**src/rtl/bnsm_pkg.sv**
```systemverilog
`default_nettype none

package bnsm_pkg;

   localparam int BAND_W   = 6;
   localparam int POWER_W  = 32;
   localparam int GAIN_W   = 19;
   localparam int FACTOR_W = 16;

   // Configuration register indexes (paddr[3:2]).
   localparam logic [1:0] CSR_RISE_FACTOR = 2'd0;
   localparam logic [1:0] CSR_FALL_FACTOR = 2'd1;
   localparam logic [1:0] CSR_PEAK_DECAY  = 2'd2;

   localparam logic [FACTOR_W-1:0] RISE_FACTOR_RESET = 16'd65470;
   localparam logic [FACTOR_W-1:0] FALL_FACTOR_RESET = 16'd32768;
   localparam logic [FACTOR_W-1:0] PEAK_DECAY_RESET  = 16'd55706;

   // Unity of the Q0.16 factors, and the fixed ratios in Q0.16.
   localparam logic [FACTOR_W:0] FACTOR_ONE      = 17'h10000;
   localparam logic [9:0]        LOW_BOUND_RATIO = 10'd655;
   localparam logic [13:0]       MASK_RATIO      = 14'd13107;
   localparam int                GAIN_MAX_INT    = 5;

   typedef struct packed {
      logic [BAND_W-1:0]  band;
      logic               first_frame;
      logic [POWER_W-1:0] medium_power;
      logic [POWER_W-1:0] short_power;
   } req_type;

   typedef struct packed {
      logic [BAND_W-1:0]  band_out;
      logic [POWER_W-1:0] masked_power;
      logic [GAIN_W-1:0]  gain;
      logic [POWER_W-1:0] weighted_power;
   } rsp_type;

   typedef struct packed {
      logic [FACTOR_W-1:0] rise_factor;
      logic [FACTOR_W-1:0] fall_factor;
      logic [FACTOR_W-1:0] peak_decay;
   } cfg_type;

   // One band's job after floor and masking, on its way to the gain divider.
   typedef struct packed {
      logic [BAND_W-1:0]  band;
      logic [POWER_W-1:0] medium_power;
      logic [POWER_W-1:0] short_power;
      logic [POWER_W-1:0] masked;
   } gain_job_type;

endpackage

`default_nettype wire

```
**src/rtl/bnsm_gain_div.sv**
```systemverilog
`default_nettype none

module bnsm_gain_div #(
   parameter int  FRAC_BITS = 16,
   localparam int GW        = FRAC_BITS + 3
) (
   input  wire logic                   clock,
   input  wire logic                   reset,
   input  wire logic                   advance,
   input  wire logic                   in_valid,
   input  wire bnsm_pkg::gain_job_type in_job,
   output logic                        out_valid,
   output bnsm_pkg::gain_job_type      out_job,
   output logic                        out_overflow,
   output logic [GW-1:0]               out_quotient
);

   // Restoring division of (masked << FRAC_BITS) by (medium_power + 1), one
   // quotient bit per stage. A quotient of eight or more is flagged up front,
   // so the remaining quotient always fits in GW bits.
   logic                   valid_ff [GW+1];
   bnsm_pkg::gain_job_type job_ff   [GW+1];
   logic                   ovf_ff   [GW+1];
   logic [GW-1:0]          quo_ff   [GW+1];
   logic [32:0]            div_ff   [GW];
   logic [32:0]            rem_ff   [GW];

   logic [32:0] divisor_in;
   logic        ovf_in;

   assign divisor_in = 33'(in_job.medium_power) + 33'd1;
   assign ovf_in     = 36'(in_job.masked) >= {divisor_in, 3'b000};

   always_ff @(posedge clock) begin
      if (reset) begin
         valid_ff[0] <= 1'b0;
      end else if (advance) begin
         valid_ff[0] <= in_valid;
      end
   end

   always_ff @(posedge clock) begin
      if (advance) begin
         job_ff[0] <= in_job;
         div_ff[0] <= divisor_in;
         ovf_ff[0] <= ovf_in;
         rem_ff[0] <= 33'(in_job.masked[31:3]);
         quo_ff[0] <= '0;
      end
   end

   for (genvar k = 0; k < GW; k++) begin : g_step
      localparam int BIT_POS = GW - 1 - k;

      logic        dbit;
      logic [33:0] trial;
      logic [33:0] trial_diff;
      logic        take;

      if (BIT_POS >= FRAC_BITS) begin : g_data_bit
         assign dbit = job_ff[k].masked[BIT_POS-FRAC_BITS];
      end else begin : g_zero_bit
         assign dbit = 1'b0;
      end

      assign trial      = {rem_ff[k], dbit};
      assign take       = trial >= {1'b0, div_ff[k]};
      assign trial_diff = trial - {1'b0, div_ff[k]};

      always_ff @(posedge clock) begin
         if (reset) begin
            valid_ff[k+1] <= 1'b0;
         end else if (advance) begin
            valid_ff[k+1] <= valid_ff[k];
         end
      end

      always_ff @(posedge clock) begin
         if (advance) begin
            job_ff[k+1] <= job_ff[k];
            ovf_ff[k+1] <= ovf_ff[k];
            quo_ff[k+1] <= {quo_ff[k][GW-2:0], take};
         end
      end

      if (k + 1 < GW) begin : g_carry
         logic [32:0] rem_in;

         assign rem_in = take ? trial_diff[32:0] : trial[32:0];

         always_ff @(posedge clock) begin
            if (advance) begin
               rem_ff[k+1] <= rem_in;
               div_ff[k+1] <= div_ff[k];
            end
         end
      end
   end

   assign out_valid    = valid_ff[GW];
   assign out_job      = job_ff[GW];
   assign out_overflow = ovf_ff[GW];
   assign out_quotient = quo_ff[GW];

endmodule

`default_nettype wire

```
**config.mk**
```make
export PLATFORM = sky130hd
export DESIGN_NAME = bnsm_gain_div
export DESIGN_NICKNAME = d
export VERILOG_FILES = /design/src/rtl/bnsm_pkg.sv /design/src/rtl/bnsm_gain_div.sv
export SDC_FILE = /design/constraint.sdc
export NUM_CORES = 2
export LEC_CHECK = 0
export ABC_AREA = 0
export BUFFER_PORTS_ARGS = -buffer_cell sky130_fd_sc_hd__buf_2
export CORE_MARGIN = 1.5
export CORE_UTILIZATION = 61
export CTS_CLUSTER_SIZE = 10
export DETAILED_ROUTE_END_ITERATION = 6
export GPL_TIMING_DRIVEN = 0
export PLACE_DENSITY = 0.74
export REMOVE_ABC_BUFFERS = 1
export SYNTH_ARGS = -nofsm -noshare
export SYNTH_HDL_FRONTEND = slang
export SYNTH_SLANG_ARGS = --single-unit
```
**constraint.sdc**
```tcl
create_clock -name clock -period 4.35 [get_ports clock]
set_input_delay 0.2175 -clock clock [delete_from_list [all_inputs] [get_ports clock]]
set_output_delay 0.2175 -clock clock [all_outputs]
set_load 0.005 [all_outputs]
```
==> flow_summary_export.csv <==
group,metric,value,unit
outcome,status,"finished with violations",
outcome,failed_checks,"design-rule violations",
sta,fin_crit_sh,0.9818,
drt,remaining_drc_errors,17,
synth,netlist_top_cells_count,"edfxtp_1, inv_1, ha_1",
synth,syn_area,146100,um^2
clock_tree,htree_levels,5,
power,power.total,0.1071,W
sta,maxSlewHeadroom,0.2216,
cells_and_area,seq_area,104800,um^2
setup_path,worst-r2r-cell-count,12,
drt,num_vias,77736,
drt,drt_wl_total,293000,um
setup_path,worstPathArrival,4.91,ns
power,power_density,653.6,nW/um^2
setup_path,critPathCaptureType,"flip-flop",
floorplanning,die_x,492.5,um
synth,ys_ff_latch,3491,
clock_tree,insertion_delay,1.01,ns
drt,wl_per_cell,21.79,um
sta,fin_crit,4.271,ns
hold_path,hold_end,"job_ff[0][79]$_DFFE_PP_",
clock_tree,clock_path_buffers,4,
cells_and_area,multiInputGateArea,37000,um^2
floorplanning,num_rows,179,
placed_design,dp_hpwl,179300,um
clock_tree,clkTransAtPathRegs,0.06,ns
grt,grt_pass1_vias,80821,
grt,grtUsageTotal,0.2413,
floorplanning,initial_utilization,0.6138,
cells_and_area,layout-drive-gt1-share,0.1122,
sta,rsz0062_at_grt,"no",
grt,grt_max_degree,202,
synth,synth_top_area_share,0.7174,
cells_and_area,fill_cells,15296,
hold_path,min_path_type,"input pin to flip-flop",
clock_tree,cts_made_buffers,406,
sta,tightest_slew,1.138,ns
setup_path,timing.rr.start,"div_ff[17][0]$_DFFE_PP_",
synth,synth.most_common_cell,"edfxtp_1",
setup_path,cp_max_fo,17,
sta,drv_slew,0,
run,maxCapViolations,0,
cells_and_area,fin_area,163900,um^2
sta,clock_skew,0.1155,ns
synth,syn_inst,9578,
setup_path,crit_path_start_kind,"flip-flop",
setup_path,criticalPathCategory,"flip-flop to flip-flop",
setup_path,rrSetupSlack,0.08,ns
placed_design,gp_congestion,0.9386,
drt,drt-initial-drc-count,6888,
synth,ys_async_sr_fraction,0,
drt,via_per_inst,5.779,
floorplanning,die-area,242500,um^2
placed_design,portBuffers,228,
grt,grt.overflow.total,0,
grt,antenna_found_initial,9,
cells_and_area,nets,10990,
synth,synthFlopType,"edfxtp_1",
synth,ys_seq_area_frac,0.7174,
floorplanning,die_y,492.5,um
synth,syn_avg_cell_area,15.26,um^2
sta,max_freq,0.2341,GHz
synth,synth.top_cells.by_area,"edfxtp_1, ha_1, mux2_2",
synth,ys_types,98,
drt,ant_nets,0,
clock_tree,cts.sinks,3491,
floorplanning,pin_count,229,
clock_tree,cts_tree,"done",
synth,synth_warnings,0,
power,p_leak,62.42,nW
synth,synth-edff-count,3491,
synth,synth_area_leader_cell,"edfxtp_1",
floorplanning,core_area,238100,um^2
grt,grt_pass1_wl,453500,um
power,vdd_drop_max,0.4117,mV
clock_tree,cts-root-buf,"clkbuf_16",
hold_path,min-delay-start,"in_job[79]",
placed_design,dpl_cell_area,150700,um^2
cells_and_area,syn_to_final_growth,12.15,%
setup_path,r2r_end,"rem_ff[18][20]$_DFFE_PP_",
hold_path,min_path_cells,2,
drt,first_pass_iters,7,
sta,hold_violations,0,
setup_path,required,4.99,ns
sta,setup_violations,0,
-- where the power goes --
part	switching (W)	internal, W	total [W]
sequential	0.00237	0.0435	0.0459
combinational	0.0179	0.0143	0.0322
clock	0.0124	0.0167	0.0291
-- cell usage in the layout, fill, tap and decap left out, drive strengths merged, types with 83 or more instances in the layout --
cell type and count:
inv 817, xnor2 324, nor2b 95, mux2 316, o21a 111, nand2 454
edfxtp 3491, clkbuf 441, a21oi 595, dlygate4sd3 187, nor2 437, a21o 275
o21ai 402, nand3 120, ha 653, buf 302, xor2 194, o21bai 83
-- registers in the layout, summed over array words and instances, names as in the netlist --
signal    cells
quo_ff      190
valid_ff     20
ovf_ff       20
div_ff      627
rem_ff      594
job_ff     2040
-- what timing repair did --
| item | CTS | global route |
|---|---|---|
| hold buffers | 187 | 0 |
| resized for setup | 20 | 19 |
| endpoints found under the hold margin | 270 | 0 |
| setup buffers | 11 | 21 |
| pin swaps | 8 | 10 |
| endpoints found under the setup margin | 194 | 277 |
| gates cloned | 4 | 3 |
-- how the worst max path moves through the flow --
stage	start	endpoint	slack, ns	depth (start not counted)
6_report	div_ff[17][0]$_DFFE_PP_	rem_ff[18][20]$_DFFE_PP_	0.08	12
5_1_grt	div_ff[8][1]$_DFFE_PP_	rem_ff[9][29]$_DFFE_PP_	0.002	12
4_1_cts	div_ff[15][0]$_DFFE_PP_	rem_ff[16][14]$_DFFE_PP_	0.003	13
3_5_place_dp	job_ff[0][2]$_DFFE_PP_	rem_ff[1][10]$_DFFE_PP_	-0.74	14
3_3_place_gp	advance	job_ff[4][186]$_DFFE_PP_	-50.01	1
2_1_floorplan	div_ff[16][0]$_DFFE_PP_	quo_ff[4][19]$_DFFE_PP_	-1.63	9
-- metrics by stage --
stage                     setup TNS (ns)  hold slack, ns  instances  setup WS [ns]  utilization
after floorplan                   -49.72          0.3164       9309         -1.631            -
after global placement                 -          0.3935      12704         -50.01       0.6286
after detailed placement          -61.39          0.3956      12746        -0.7358       0.6330
after CTS                              0        0.004249      13423       0.002579       0.6871
after global routing                   0         0.02532      13449       0.001805       0.6884
final                                  0         0.05312      13451        0.07903       0.6884
-- cells by family (layout without fill, tap and decap cells) --
family	count (synthesis)	after routing	synth area share
muxes	339	339	0.02662
xor gates and xnor gates	518	518	0.03105
buffers and inverters	1082	1779	0.03176
other	0	4	0
DFF	3491	3491	0.7174
and+or+nand+nor	1592	1592	0.05215
adders and majority gates	671	671	0.05838
AOI/OAI and AO/OA	1885	1890	0.08270
-- worst max-delay path, cell delays in order (launching register included) --
cell,delay (ns)
edfxtp_1,0.51
fa_1,0.51
nor2b_1,0.18
o31a_1,0.23
o211ai_1,0.18
and3_1,0.25
o31a_2,0.41
o31ai_1,0.53
a211o_1,0.26
a31o_2,0.27
a31oi_4,0.12
buf_12,0.18
mux2_2,0.28
-- final cells by class --
class	count	share of cell area
flip-flops and latches	3491	0.6396
multi-input cells	5010	0.2258
clock buffers	440	0.06290
repair buffers	490	0.02629
well taps	3167	0.02418
inverters	813	0.01867
clock inverters	35	0.002466
diodes	4	0.00006107
repair inverters	1	0.00004581
-- layer usage --
| layer | global-route usage | part of all wire |
|---|---|---|
| met5 | 0 | 0.000024 |
| met4 | 0.09561 | 0.040 |
| met3 | 0.03330 | 0.043 |
| met2 | 0.4492 | 0.54 |
| met1 | 0.2798 | 0.38 |
(Power assumes the default switching activity.)
